--- config.mk ---
export PLATFORM = sky130hd
export DESIGN_NAME = tmw_cmd_queue
export DESIGN_NICKNAME = d
export VERILOG_FILES = /design/src/sv/tmw_pkg.sv /design/src/sv/tmw_cmd_queue.sv
export SDC_FILE = /design/constraint.sdc
export NUM_CORES = 1
export LEC_CHECK = 0
export ABC_AREA = 1
export BUFFER_PORTS_ARGS = -buffer_cell sky130_fd_sc_hd__buf_2
export CORE_MARGIN = 3
export CORE_UTILIZATION = 46
export CTS_BUF_LIST = sky130_fd_sc_hd__clkbuf_4 sky130_fd_sc_hd__clkbuf_8 sky130_fd_sc_hd__clkbuf_16
export DETAILED_ROUTE_END_ITERATION = 10
export PLACE_DENSITY = 0.74
export SYNTH_ARGS = -nofsm -noshare
export SYNTH_HDL_FRONTEND = slang
export SYNTH_SLANG_ARGS = --single-unit
--- constraint.sdc ---
create_clock -name clk -period 1.9 [get_ports clk]
set_clock_uncertainty 0.15 [all_clocks]
set_input_delay 0.095 -clock clk [delete_from_list [all_inputs] [get_ports clk]]
set_output_delay 0.095 -clock clk [all_outputs]
set_load 0.02 [all_outputs]
--- src/sv/tmw_pkg.sv ---
// Shared definitions for the text mode terminal writer.
// Holds screen geometry, field widths, character and command codes and the
// command record passed from the front end to the engine. No dependencies.
package tmw_pkg;

  // Screen geometry.
  localparam int unsigned COLUMNS     = 80;
  localparam int unsigned ROWS        = 25;
  localparam int unsigned SCREEN_SIZE = ROWS * COLUMNS;
  localparam int unsigned COPY_CELLS  = SCREEN_SIZE - COLUMNS;
  localparam int unsigned LAST_ROW_START = (ROWS - 1) * COLUMNS;

  // Internal widths that follow from the geometry.
  localparam int unsigned ROW_W = $clog2(ROWS);
  localparam int unsigned COL_W = $clog2(COLUMNS);
  localparam int unsigned POS_W = $clog2(SCREEN_SIZE);

  // Port field widths.
  localparam int unsigned KIND_W    = 2;
  localparam int unsigned CHAR_W    = 8;
  localparam int unsigned IDX_W     = 11;
  localparam int unsigned OUT_ROW_W = 5;
  localparam int unsigned OUT_COL_W = 7;
  localparam int unsigned OUT_POS_W = 11;
  localparam int unsigned CELL_W    = 16;
  localparam int unsigned COLOR_W   = 4;
  localparam int unsigned ATTR_W    = 2 * COLOR_W;
  localparam int unsigned CFG_IDX_W = 1;

  // Configuration register indexes and reset values.
  localparam logic [CFG_IDX_W-1:0] REG_FOREGROUND = 1'd0;
  localparam logic [CFG_IDX_W-1:0] REG_BACKGROUND = 1'd1;
  localparam logic [COLOR_W-1:0]   FG_RESET       = 4'd7;
  localparam logic [COLOR_W-1:0]   BG_RESET       = 4'd0;
  localparam logic [ATTR_W-1:0]    RESET_ATTR     = 8'h07;

  // Item kinds.
  localparam logic [KIND_W-1:0] KIND_WRITE = 2'd0;
  localparam logic [KIND_W-1:0] KIND_READ  = 2'd1;
  localparam logic [KIND_W-1:0] KIND_CLEAR = 2'd2;

  // Character codes with special handling.
  localparam logic [CHAR_W-1:0] CH_TAB     = 8'h09;
  localparam logic [CHAR_W-1:0] CH_NEWLINE = 8'h0A;
  localparam logic [CHAR_W-1:0] CH_RETURN  = 8'h0D;
  localparam logic [CHAR_W-1:0] CH_SPACE   = 8'h20;
  localparam int unsigned       TAB_STOP   = 4;

  // Command codes produced by the front end.
  localparam int unsigned OP_W = 3;
  localparam logic [OP_W-1:0] OP_NOP     = 3'd0;
  localparam logic [OP_W-1:0] OP_PUT     = 3'd1;
  localparam logic [OP_W-1:0] OP_NEWLINE = 3'd2;
  localparam logic [OP_W-1:0] OP_RETURN  = 3'd3;
  localparam logic [OP_W-1:0] OP_TAB     = 3'd4;
  localparam logic [OP_W-1:0] OP_READ    = 3'd5;
  localparam logic [OP_W-1:0] OP_CLEAR   = 3'd6;

  // Command queue depth.
  localparam int unsigned QDEPTH = 2;
  localparam int unsigned QAW    = $clog2(QDEPTH);

  // One classified command.
  typedef struct packed {
    logic [OP_W-1:0]   op;
    logic [CHAR_W-1:0] ch;
    logic [POS_W-1:0]  idx;
  } cmd_t;

endpackage

--- src/sv/tmw_cmd_queue.sv ---
// Short command queue between the front end and the engine of the text
// mode terminal writer. Depends on tmw_pkg for the command type and depth.
module tmw_cmd_queue (
  input  logic          clk,
  input  logic          rst_n,
  input  logic          push,
  input  tmw_pkg::cmd_t push_data,
  output logic          full,
  input  logic          pop,
  output tmw_pkg::cmd_t pop_data,
  output logic          empty
);

  localparam int unsigned QAW    = tmw_pkg::QAW;
  localparam int unsigned QDEPTH = tmw_pkg::QDEPTH;

  tmw_pkg::cmd_t  entries_r [QDEPTH];
  logic [QAW-1:0] wr_ptr_r;
  logic [QAW-1:0] wr_ptr_nxt;
  logic [QAW-1:0] rd_ptr_r;
  logic [QAW-1:0] rd_ptr_nxt;
  logic [QAW:0]   count_r;
  logic [QAW:0]   count_nxt;

  assign full     = (count_r == (QAW+1)'(QDEPTH));
  assign empty    = (count_r == '0);
  assign pop_data = entries_r[rd_ptr_r];

  // Pointer and occupancy update.
  always_comb begin
    wr_ptr_nxt = push ? QAW'(wr_ptr_r + 1'b1) : wr_ptr_r;
    rd_ptr_nxt = pop ? QAW'(rd_ptr_r + 1'b1) : rd_ptr_r;
    count_nxt  = count_r;
    if (push && !pop) begin
      count_nxt = count_r + 1'b1;
    end else if (pop && !push) begin
      count_nxt = count_r - 1'b1;
    end
  end

  always_ff @(posedge clk) begin
    if (!rst_n) begin
      wr_ptr_r <= '0;
      rd_ptr_r <= '0;
      count_r  <= '0;
    end else begin
      wr_ptr_r <= wr_ptr_nxt;
      rd_ptr_r <= rd_ptr_nxt;
      count_r  <= count_nxt;
    end
  end

  // Entry storage.
  always_ff @(posedge clk) begin
    if (push) begin
      entries_r[wr_ptr_r] <= push_data;
    end
  end

endmodule

==> metrics.md <==
| Metric | Value |
|---|---|
| Run status | complete, no violations |
| Register area | 1420 um2 |
| Crit Path Max Fanout | 12 |
| Met2 routed WL | 1.87 mm |
| Initial antenna violation count | 0 |
| Max VDD drop | 0.000571 V |
| Post-CTS Setup Bufs | 0 |
| Wirelength, routed | 3.27 mm |
| Unrepaired setup endpoints after global routing | false |
| Vias | 1118 |
| Die width | 68.9 um |
| Core Area | 3740 um2 |
| Leakage power | 0.00103 uW |
| R2r startpoint | wr_ptr_r |
| Most frequent cells in the layout | buf_2, edfxtp_1, dlygate4sd3_1 |
| Crit Path Category | flop to primary output |
| Inst Count DP | 204 |
| Worst-Margin Slew | 0.189 ns |
| Final Util | 67.7% |
| Post-synthesis sequential area ratio | 78.1% |
| Final worst path period need | 1.59 ns |
| Post-DP HPWL | 2.18 mm |
| Synthesized area | 1820 um2 |
| Adder-cell area share of the yosys netlist | 0.688% |
| Data required, critical path | 1.65 ns |
| Hold slack | 0.0861 ns |
| Worst hold path type | primary input to flop |
| Setup TNS | 0 ns |
| RePlAce Congestion | 0.660 |
| Global route overflow | 0 |
| Endpoints failing hold | 0 |
| IO buf count | 49 |
| Share of the synthesized area in the top cell type | 72.6% |
| Routed Antenna Nets | 0 |
| 1st-pass router iterations | 4 |
| Pins Over Slew Limit | 0 |
| Clock transition at path regs | 0.08 ns |
| Nets | 215 |
| Fmax achieved | 630 MHz |
| DR top layer | met4 |
| Compound-cell area share of the yosys netlist | 0.550% |
| Post-DR wirelength/cell | 13.8 um |
| Worst-skew pair later-pin latency | 0.29 ns |
| DRC viols | 0 |
| Vias per cell | 4.72 |
| Root buffer cell | clkbuf_8 |
| Fraction of layout cells with a size suffix above 1 | 46.0% |
| Maximum Capacitance Violations | 0 |
| Vias in the first global route | 1154 |
| Die area | 4750 um2 |
| PwrDens | 950 nW/um2 |
| Largest family of logic cells by synthesized area | multiplexers |
| Internal reg-to-reg setup slack | 0.57 ns |
| Global-route wire length before repair | 5.00 mm |
| GRT Util Overall | 15.1% |
| Startpoint Class | flop |
| FILL cells | 275 |
| Chip height | 68.9 um |
| Final setup fails | 0 |
| Starting DRT DRC Count | 38 |
| Final non-filler cell total | 237 |
| Multiplexer share of the synthesized area | 13.6% |
| Synth Register Bits | 49 |
| Diode count | 0 |
| Num CTS Buffers | 5 |
| Wl on met1 | 1.21 mm |
| Simple-Gate Fraction of Synth Area | 4.13% |
| Final Power | 2410 uW |
| Routed wl met3 | 119 um |
| TritonCTS clock tree | built |
| Syn Area/Cell | 17.7 um2 |
| Footprint of the multi-input gates | 348 um2 |
| Hold path startpoint | push |
| Total number of yosys warnings | 0 |
| Crit path DAT | 1.34 ns |
| CTS Sinks | 49 |
| Slew HR | 87.3% |
| Syn-to-layout area delta | 39.3% |
| Syn Nets | 130 |
| Clk buf depth | 2 |
| I/O Pins | 50 |
| Final worst-path cycle share | 83.5% |
| Synth top area cells | edfxtp_1, mux2_2, dfxtp_1 |
| Post-Synth XOR/XNOR Area | 0% |
| Commonest non-fill, non-tap cell in the layout | buf_2 |
| Crit path capture type | primary output |
| Cells after Synth | 103 |
| Worst Reg-to-Reg Cells | 4 |
| Largest net degree at the start of global routing | 16 |
| Cell variety after synth | 12 |
| Hold Path Sink | count_r[0] |
| R2R Path End | wr_ptr_r |
| Hold Crit Depth | 3 |
| Rows | 22 |
| H-tree depth | 2 |
| Starting density of the core | 48.6% |
| Post-synth top area cell | edfxtp_1 |
layer usage:
metal,up-vias,track usage [%]
met4,0,7.54
li1,547,-
met5,-,0
met3,7,4.21
met1,539,15.1
met2,25,28.2
how the worst max path moves through the flow:
stage,start,end,slack (ns),cells after the start
final,flop,pop_data[1],0.31,3
after global routing,flop,pop_data[1],0.24,3
after CTS,rst_n,wr_ptr_r,0.02,6
after detailed placement,flop,pop_data[1],0.62,3
after global placement,flop,pop_data[1],0.63,3
after floorplan,wr_ptr_r,entries_r[0][0],0.08,1
critical path: stages, from the launching register on:
cell	delay (ns)
dfxtp_1	0.33
buf_4	0.20
mux2_2	0.36
buf_2	0.16
timing repair:
item / 4_1_cts / 5_1_grt
setup endpoints to repair: 0 / 1
hold buffers: 26 / 0
resized for setup: 0 / 1
hold endpoints to repair: 49 / 0
state kept, by name, indices dropped and copies added (netlist names), named ones only:
| signal | count |
|---|---|
| rd_ptr_r | 1 |
| entries_r | 44 |
| wr_ptr_r | 1 |
| count_r | 2 |
power by group:
| group | internal, uW | switching [uW] | total, uW |
|---|---|---|---|
| registers | 1240 | 17.3 | 1260 |
| clock network | 522 | 310 | 832 |
| logic | 149 | 172 | 321 |
| total | 1910 | 500 | 2410 |
cell type report:
| class | count | share of cell area [%] |
|---|---|---|
| clock buffer | 5 | 2.71 |
| clock inverter | 3 | 2.57 |
| inverter | 8 | 1.18 |
| multi-input combinational | 44 | 13.7 |
| sequential | 49 | 56.1 |
| tap | 48 | 2.37 |
| timing repair buffer | 80 | 21.3 |
logic make-up after synthesis:
| logic type | after synthesis |
|---|---|
| AOI/OAI and AO/OA | 2 |
| muxes | 22 |
| adders and majority gates | 1 |
| DFF | 49 |
| buffers and inverters | 10 |
| and+or+nand+nor | 19 |
stage by stage:
stage	worst slack [ns]	area, um2
after floorplan	0.0841	1820
after global placement	0.629	2150
after CTS	0.0166	2540
final	0.313	2530
after detailed placement	0.619	2150
after global routing	0.236	2530
cell usage after synthesis:
cell type,number
o21ai_0,1
nand2_1,8
edfxtp_1,44
buf_6,2
ha_1,1
inv_1,8
a21oi_1,1
dfxtp_1,5
nor2_1,9
nand4_1,1
nand3_1,1
mux2_2,22
Power figures use the tool's default switching activity.
