<file path="config.mk">
export PLATFORM = sky130hd
export DESIGN_NAME = tmw_front
export DESIGN_NICKNAME = d
export VERILOG_FILES = /design/src/sv/tmw_pkg.sv /design/src/sv/tmw_front.sv
export SDC_FILE = /design/constraint.sdc
export NUM_CORES = 1
export LEC_CHECK = 0
export BUFFER_PORTS_ARGS = -buffer_cell sky130_fd_sc_hd__buf_2
export CORE_UTILIZATION = 40
export DETAILED_ROUTE_END_ITERATION = 10
export PLACE_DENSITY = 0.79
export SKIP_LAST_GASP = 1
export SLEW_MARGIN = 20
export SYNTH_ARGS = -nofsm -noshare
export SYNTH_HDL_FRONTEND = slang
export SYNTH_SLANG_ARGS = --single-unit
</file>
<file path="constraint.sdc">
create_clock -name clk -period 2.14 [get_ports clk]
set_input_delay 0.107 -clock clk [delete_from_list [all_inputs] [get_ports clk]]
set_output_delay 0.107 -clock clk [all_outputs]
set_load 0.01 [all_outputs]
</file>
<file path="src/sv/tmw_pkg.sv">
// Shared definitions for the text mode terminal writer.
// Holds screen geometry, field widths, character and command codes and the
// command record passed from the front end to the engine. No dependencies.
package tmw_pkg;

  // Screen geometry.
  localparam int unsigned COLUMNS     = 80;
  localparam int unsigned ROWS        = 25;
  localparam int unsigned SCREEN_SIZE = ROWS * COLUMNS;
  localparam int unsigned COPY_CELLS  = SCREEN_SIZE - COLUMNS;
  localparam int unsigned LAST_ROW_START = (ROWS - 1) * COLUMNS;

  // Internal widths that follow from the geometry.
  localparam int unsigned ROW_W = $clog2(ROWS);
  localparam int unsigned COL_W = $clog2(COLUMNS);
  localparam int unsigned POS_W = $clog2(SCREEN_SIZE);

  // Port field widths.
  localparam int unsigned KIND_W    = 2;
  localparam int unsigned CHAR_W    = 8;
  localparam int unsigned IDX_W     = 11;
  localparam int unsigned OUT_ROW_W = 5;
  localparam int unsigned OUT_COL_W = 7;
  localparam int unsigned OUT_POS_W = 11;
  localparam int unsigned CELL_W    = 16;
  localparam int unsigned COLOR_W   = 4;
  localparam int unsigned ATTR_W    = 2 * COLOR_W;
  localparam int unsigned CFG_IDX_W = 1;

  // Configuration register indexes and reset values.
  localparam logic [CFG_IDX_W-1:0] REG_FOREGROUND = 1'd0;
  localparam logic [CFG_IDX_W-1:0] REG_BACKGROUND = 1'd1;
  localparam logic [COLOR_W-1:0]   FG_RESET       = 4'd7;
  localparam logic [COLOR_W-1:0]   BG_RESET       = 4'd0;
  localparam logic [ATTR_W-1:0]    RESET_ATTR     = 8'h07;

  // Item kinds.
  localparam logic [KIND_W-1:0] KIND_WRITE = 2'd0;
  localparam logic [KIND_W-1:0] KIND_READ  = 2'd1;
  localparam logic [KIND_W-1:0] KIND_CLEAR = 2'd2;

  // Character codes with special handling.
  localparam logic [CHAR_W-1:0] CH_TAB     = 8'h09;
  localparam logic [CHAR_W-1:0] CH_NEWLINE = 8'h0A;
  localparam logic [CHAR_W-1:0] CH_RETURN  = 8'h0D;
  localparam logic [CHAR_W-1:0] CH_SPACE   = 8'h20;
  localparam int unsigned       TAB_STOP   = 4;

  // Command codes produced by the front end.
  localparam int unsigned OP_W = 3;
  localparam logic [OP_W-1:0] OP_NOP     = 3'd0;
  localparam logic [OP_W-1:0] OP_PUT     = 3'd1;
  localparam logic [OP_W-1:0] OP_NEWLINE = 3'd2;
  localparam logic [OP_W-1:0] OP_RETURN  = 3'd3;
  localparam logic [OP_W-1:0] OP_TAB     = 3'd4;
  localparam logic [OP_W-1:0] OP_READ    = 3'd5;
  localparam logic [OP_W-1:0] OP_CLEAR   = 3'd6;

  // Command queue depth.
  localparam int unsigned QDEPTH = 2;
  localparam int unsigned QAW    = $clog2(QDEPTH);

  // One classified command.
  typedef struct packed {
    logic [OP_W-1:0]   op;
    logic [CHAR_W-1:0] ch;
    logic [POS_W-1:0]  idx;
  } cmd_t;

endpackage

</file>
<file path="src/sv/tmw_front.sv">
// Front end of the text mode terminal writer: accepts input transactions,
// decodes them into commands and hands them to the command queue.
// Depends on tmw_pkg.
module tmw_front (
  input  logic                       clk,
  input  logic                       rst_n,
  input  logic                       in_valid,
  output logic                       in_ready,
  input  logic [tmw_pkg::KIND_W-1:0] in_kind,
  input  logic [tmw_pkg::CHAR_W-1:0] in_char_code,
  input  logic [tmw_pkg::IDX_W-1:0]  in_cell_index,
  input  logic                       engine_ready,
  input  logic                       q_full,
  output logic                       q_push,
  output tmw_pkg::cmd_t              q_push_data
);

  localparam int unsigned POS_W = tmw_pkg::POS_W;

  tmw_pkg::cmd_t cmd_in;
  tmw_pkg::cmd_t hold_cmd_r;
  tmw_pkg::cmd_t hold_cmd_nxt;
  logic          hold_valid_r;
  logic          hold_valid_nxt;
  logic          in_accept;
  logic [31:0]   idx_ext;

  // Decode the incoming item into a command.
  always_comb begin
    idx_ext    = 32'(in_cell_index);
    cmd_in.ch  = in_char_code;
    cmd_in.idx = idx_ext[POS_W-1:0];
    case (in_kind)
      tmw_pkg::KIND_WRITE: begin
        if (in_char_code == tmw_pkg::CH_NEWLINE) begin
          cmd_in.op = tmw_pkg::OP_NEWLINE;
        end else if (in_char_code == tmw_pkg::CH_RETURN) begin
          cmd_in.op = tmw_pkg::OP_RETURN;
        end else if (in_char_code == tmw_pkg::CH_TAB) begin
          cmd_in.op = tmw_pkg::OP_TAB;
        end else if (in_char_code < tmw_pkg::CH_SPACE) begin
          cmd_in.op = tmw_pkg::OP_NOP;
        end else begin
          cmd_in.op = tmw_pkg::OP_PUT;
        end
      end
      tmw_pkg::KIND_READ: begin
        // A read outside the screen reports zero data, like a no-op.
        if (idx_ext < tmw_pkg::SCREEN_SIZE) begin
          cmd_in.op = tmw_pkg::OP_READ;
        end else begin
          cmd_in.op = tmw_pkg::OP_NOP;
        end
      end
      tmw_pkg::KIND_CLEAR: begin
        cmd_in.op = tmw_pkg::OP_CLEAR;
      end
      default: begin
        cmd_in.op = tmw_pkg::OP_NOP;
      end
    endcase
  end

  // Holding register in front of the queue.
  assign q_push      = hold_valid_r && !q_full;
  assign q_push_data = hold_cmd_r;
  assign in_ready    = engine_ready && (!hold_valid_r || !q_full);
  assign in_accept   = in_valid && in_ready;

  always_comb begin
    hold_valid_nxt = hold_valid_r;
    hold_cmd_nxt   = hold_cmd_r;
    if (in_accept) begin
      hold_valid_nxt = 1'b1;
      hold_cmd_nxt   = cmd_in;
    end else if (q_push) begin
      hold_valid_nxt = 1'b0;
    end
  end

  always_ff @(posedge clk) begin
    if (!rst_n) begin
      hold_valid_r <= 1'b0;
    end else begin
      hold_valid_r <= hold_valid_nxt;
    end
  end

  always_ff @(posedge clk) begin
    hold_cmd_r <= hold_cmd_nxt;
  end

endmodule

</file>
==> impl_metrics.prom <==
# TYPE chip_impl_metric gauge
chip_impl_info{name="synth_cell_count_leaders",value="edfxtp_1, nand2_1, nand3b_1"} 1
chip_impl_metric{name="cts_buffers",unit=""} 3
chip_impl_info{name="post-synth-top-area-cell",value="edfxtp_1"} 1
chip_impl_info{name="hold_path.class",value="input port to flip-flop"} 1
chip_impl_info{name="status",value="complete, no violations"} 1
chip_impl_metric{name="final-setup-viol-count",unit=""} 0
chip_impl_metric{name="clock_insertion_delay_worst_skew",unit="ns"} 0.30
chip_impl_metric{name="synth-edff-count",unit=""} 22
chip_impl_info{name="criticalPathCategory",value="input port to flip-flop"} 1
chip_impl_metric{name="number_of_library_cell_types_mapped_by_synthesis",unit=""} 21
chip_impl_metric{name="detailed_place_hpwl",unit="mm"} 1.300
chip_impl_info{name="tritoncts",value="built"} 1
chip_impl_metric{name="reg2reg_slack",unit="ns"} 1.09
chip_impl_metric{name="pin_count_of_the_biggest_net_entering_global_routing",unit=""} 23
chip_impl_metric{name="cap_viol_max_count",unit=""} 0
chip_impl_info{name="critical_path.slowest_cell",value="dlygate4sd3_1"} 1
chip_impl_metric{name="avgSynthCellArea",unit="µm²"} 19.34
chip_impl_metric{name="cell_count_after_synthesis",unit=""} 44
chip_impl_info{name="timing.critical_path.cells",value="dlygate4sd3_1 > buf_2 > nor3_4 > a21bo_1 > a22o_1"} 1
chip_impl_info{name="crit-reg2reg-capture",value="q_push_data[20]"} 1
chip_impl_info{name="synthTopCellsByArea",value="edfxtp_1, dfxtp_1, a41oi_2"} 1
chip_impl_metric{name="route.detailed.drc",unit=""} 0
chip_impl_metric{name="post-route-period-util",unit="%"} 64.04
chip_impl_info{name="reg2reg_from",value="hold_valid_r"} 1
chip_impl_metric{name="cts-htree-levels",unit=""} 1
chip_impl_metric{name="clk_pin_slew",unit="ns"} 0.12
chip_impl_metric{name="timing.slew.headroom",unit="%"} 82.13
chip_impl_metric{name="fp-row-count",unit=""} 16
chip_impl_metric{name="gpl.final_weighted_congestion",unit=""} 0.6779
chip_impl_info{name="synth_flop_cell",value="edfxtp_1"} 1
chip_impl_metric{name="die_w",unit="µm"} 48.12
chip_impl_metric{name="r2r.worst_path.cells",unit=""} 2
chip_impl_metric{name="power_density",unit="mW/mm²"} 623.7
chip_impl_metric{name="post-route-min-period",unit="ns"} 1.370
chip_impl_metric{name="dpl.cell_count",unit=""} 121
chip_impl_metric{name="timing_max_transition_violations_final",unit=""} 0
chip_impl_info{name="min-delay-start",value="in_char_code[3]"} 1
chip_impl_metric{name="antenna-diode-count",unit=""} 0
chip_impl_metric{name="timing.hold.ws",unit="ns"} 0.01474
chip_impl_metric{name="detail_route.iter0.violations",unit=""} 11
chip_impl_metric{name="fillCellCount",unit=""} 141
chip_impl_metric{name="place_area",unit="mm²"} 0.001141
chip_impl_metric{name="start_util",unit="%"} 42.93
chip_impl_metric{name="hold_violations",unit=""} 0
chip_impl_metric{name="routed_via_density",unit=""} 4.759
chip_impl_metric{name="synth_register_bits",unit=""} 23
chip_impl_metric{name="holdPathStages",unit=""} 1
chip_impl_metric{name="cp_max_fo",unit=""} 3
chip_impl_metric{name="dr.pass1.iters",unit=""} 4
chip_impl_metric{name="slowest_delay",unit="ns"} 0.54
chip_impl_metric{name="transition_time_of_the_tightest_slew_check_pin",unit="ns"} 0.2681
chip_impl_info{name="crit_path_end_kind",value="flip-flop"} 1
chip_impl_metric{name="worstPathArrival",unit="ns"} 1.44
chip_impl_metric{name="skew",unit="ns"} 0.003795
chip_impl_metric{name="grt_remaining_overflow",unit=""} 0
chip_impl_metric{name="drt_wl_total",unit="mm"} 1.934
chip_impl_metric{name="core",unit="mm²"} 0.001982
chip_impl_metric{name="post-layout-total-power",unit="µW"} 828.7
chip_impl_info{name="worst_setup_path_start_kind",value="input port"} 1
chip_impl_info{name="ctsRootBufferMaster",value="clkbuf_4"} 1
chip_impl_metric{name="grt_usage",unit="%"} 15.31
chip_impl_metric{name="ir_worst_vdd",unit="V"} 0.0003668
chip_impl_metric{name="final_design_area_no_fill",unit="mm²"} 0.001329
chip_impl_metric{name="final_cells",unit=""} 141
chip_impl_metric{name="routed-via-count",unit=""} 671
chip_impl_metric{name="postCtsSetupBuffers",unit=""} 0
chip_impl_metric{name="synth_top_cell_area_share",unit="%"} 77.65
chip_impl_metric{name="ys_warn_count",unit=""} 0
chip_impl_info{name="post-synth-top-count-cell",value="edfxtp_1"} 1
chip_impl_metric{name="drive_gt1_share",unit="%"} 50.88
chip_impl_metric{name="ant_nets",unit=""} 0
chip_impl_metric{name="place.port_buffers",unit=""} 49
chip_impl_info{name="rsz0062_at_grt",value="false"} 1
chip_impl_metric{name="antenna_found_initial",unit=""} 0
chip_impl_metric{name="synth_area",unit="µm²"} 850.8
chip_impl_metric{name="cts.sink_count",unit=""} 23
chip_impl_metric{name="static-leakage-power",unit="µW"} 0.0005602
chip_impl_metric{name="totalNegativeSetupSlack",unit="ns"} 0
chip_impl_metric{name="wire_per_inst",unit="µm"} 13.72
chip_impl_metric{name="fraction_of_the_yosys_area_taken_by_sequential_cells",unit="%"} 80.00
chip_impl_metric{name="die_area",unit="mm²"} 0.002316
chip_impl_metric{name="grt_first_pass_wirelength",unit="mm"} 2.332
chip_impl_metric{name="final_nets",unit=""} 141
chip_impl_metric{name="hold_buffers",unit=""} 8
chip_impl_metric{name="syn_nets",unit=""} 70
chip_impl_metric{name="cp_data_required_time",unit="ns"} 2.21
chip_impl_metric{name="synthToLayoutAreaGrowth",unit="%"} 56.18
chip_impl_metric{name="achievable-frequency",unit="GHz"} 0.7297
chip_impl_metric{name="floorplan.die.height",unit="µm"} 48.12
chip_impl_info{name="holdPathEnd",value="q_push_data[14]"} 1
chip_impl_metric{name="synthArstFlopShare",unit="%"} 0
chip_impl_metric{name="cts-root-to-sink-buffers",unit=""} 2
chip_impl_metric{name="ioPinCount",unit=""} 50
chip_impl_metric{name="post_cts_resize_count",unit=""} 0
chip_impl_metric{name="first_global_vias",unit=""} 560
-- report_power, final --
part / internal [µW] / leakage [µW] / total, µW / switching [µW]
logic: 61.0 / 0.000328 / 114 / 53.4
clock network: 69.6 / 0.0000177 / 193 / 124
registers: 516 / 0.000214 / 521 / 4.66
-- flip-flops by register name, summed over array words and instances (netlist names) --
register and cells:
hold_valid_r 1, q_push_data 22
-- critical path, delay by kind of cell --
| family | cells | cell delay, ns |
|---|---|---|
| buffers and inverters | 2 | 0.68 |
| and+or+nand+nor | 1 | 0.22 |
| AOI/OAI and AO/OA | 2 | 0.43 |
-- cell type report --
type | count | area [µm²] | area share, %
clock buffer | 3 | 22.52 | 1.695
clock inverter | 1 | 5.005 | 0.3766
inverter | 1 | 3.754 | 0.2825
multi-input combinational | 20 | 170.2 | 12.81
sequential | 23 | 680.7 | 51.22
tap | 27 | 33.78 | 2.542
timing repair buffer | 66 | 412.9 | 31.07
-- cell families (layout without fill, tap and decap cells) --
group | after synthesis | after routing | share of synthesized area (%)
buf+inv | 1 | 71 | 0.4408
simple gates | 11 | 11 | 10.00
flops | 23 | 23 | 80.00
compound gates | 9 | 9 | 9.559
-- how the worst max path moves through the flow --
stage / from / slack [ns] / endpoint / cells after the start
floorplan: hold_valid_r / 0.32 / q_push_data[0] / 1
finish: in_char_code[5] / 0.77 / q_push_data[19] / 5
detailed placement: in_char_code[5] / 1.01 / q_push_data[19] / 4
CTS: in_cell_index[5] / 0.89 / q_push_data[21] / 5
global route: in_char_code[5] / 0.72 / q_push_data[19] / 5
global placement: in_char_code[5] / 1.04 / q_push_data[19] / 4
-- metrics by stage --
step	utilization, %	setup slack, ns
2_1_floorplan	-	0.3203
3_3_place_gp	57.58	1.044
3_5_place_dp	57.58	1.005
4_1_cts	63.01	0.8923
5_1_grt	67.05	0.7195
6_report	67.05	0.7696
-- layer usage --
layer  vias up  GRT usage (%)  wire (µm)
met5         -              0          0
met4         0          11.11         28
met3         2          3.333        121
met2        33          26.76       1066
met1       318          16.18        718
li1        318              -          -
-- cell usage in the layout, fill, tap and decap left out, types with 2 or more instances in the layout --
cell            n
buf_2          49
dlygate4sd3_1  16
nand2_1         2
nand3b_1        2
edfxtp_1       22
clkbuf_4        3
(Power assumes the default switching activity.)
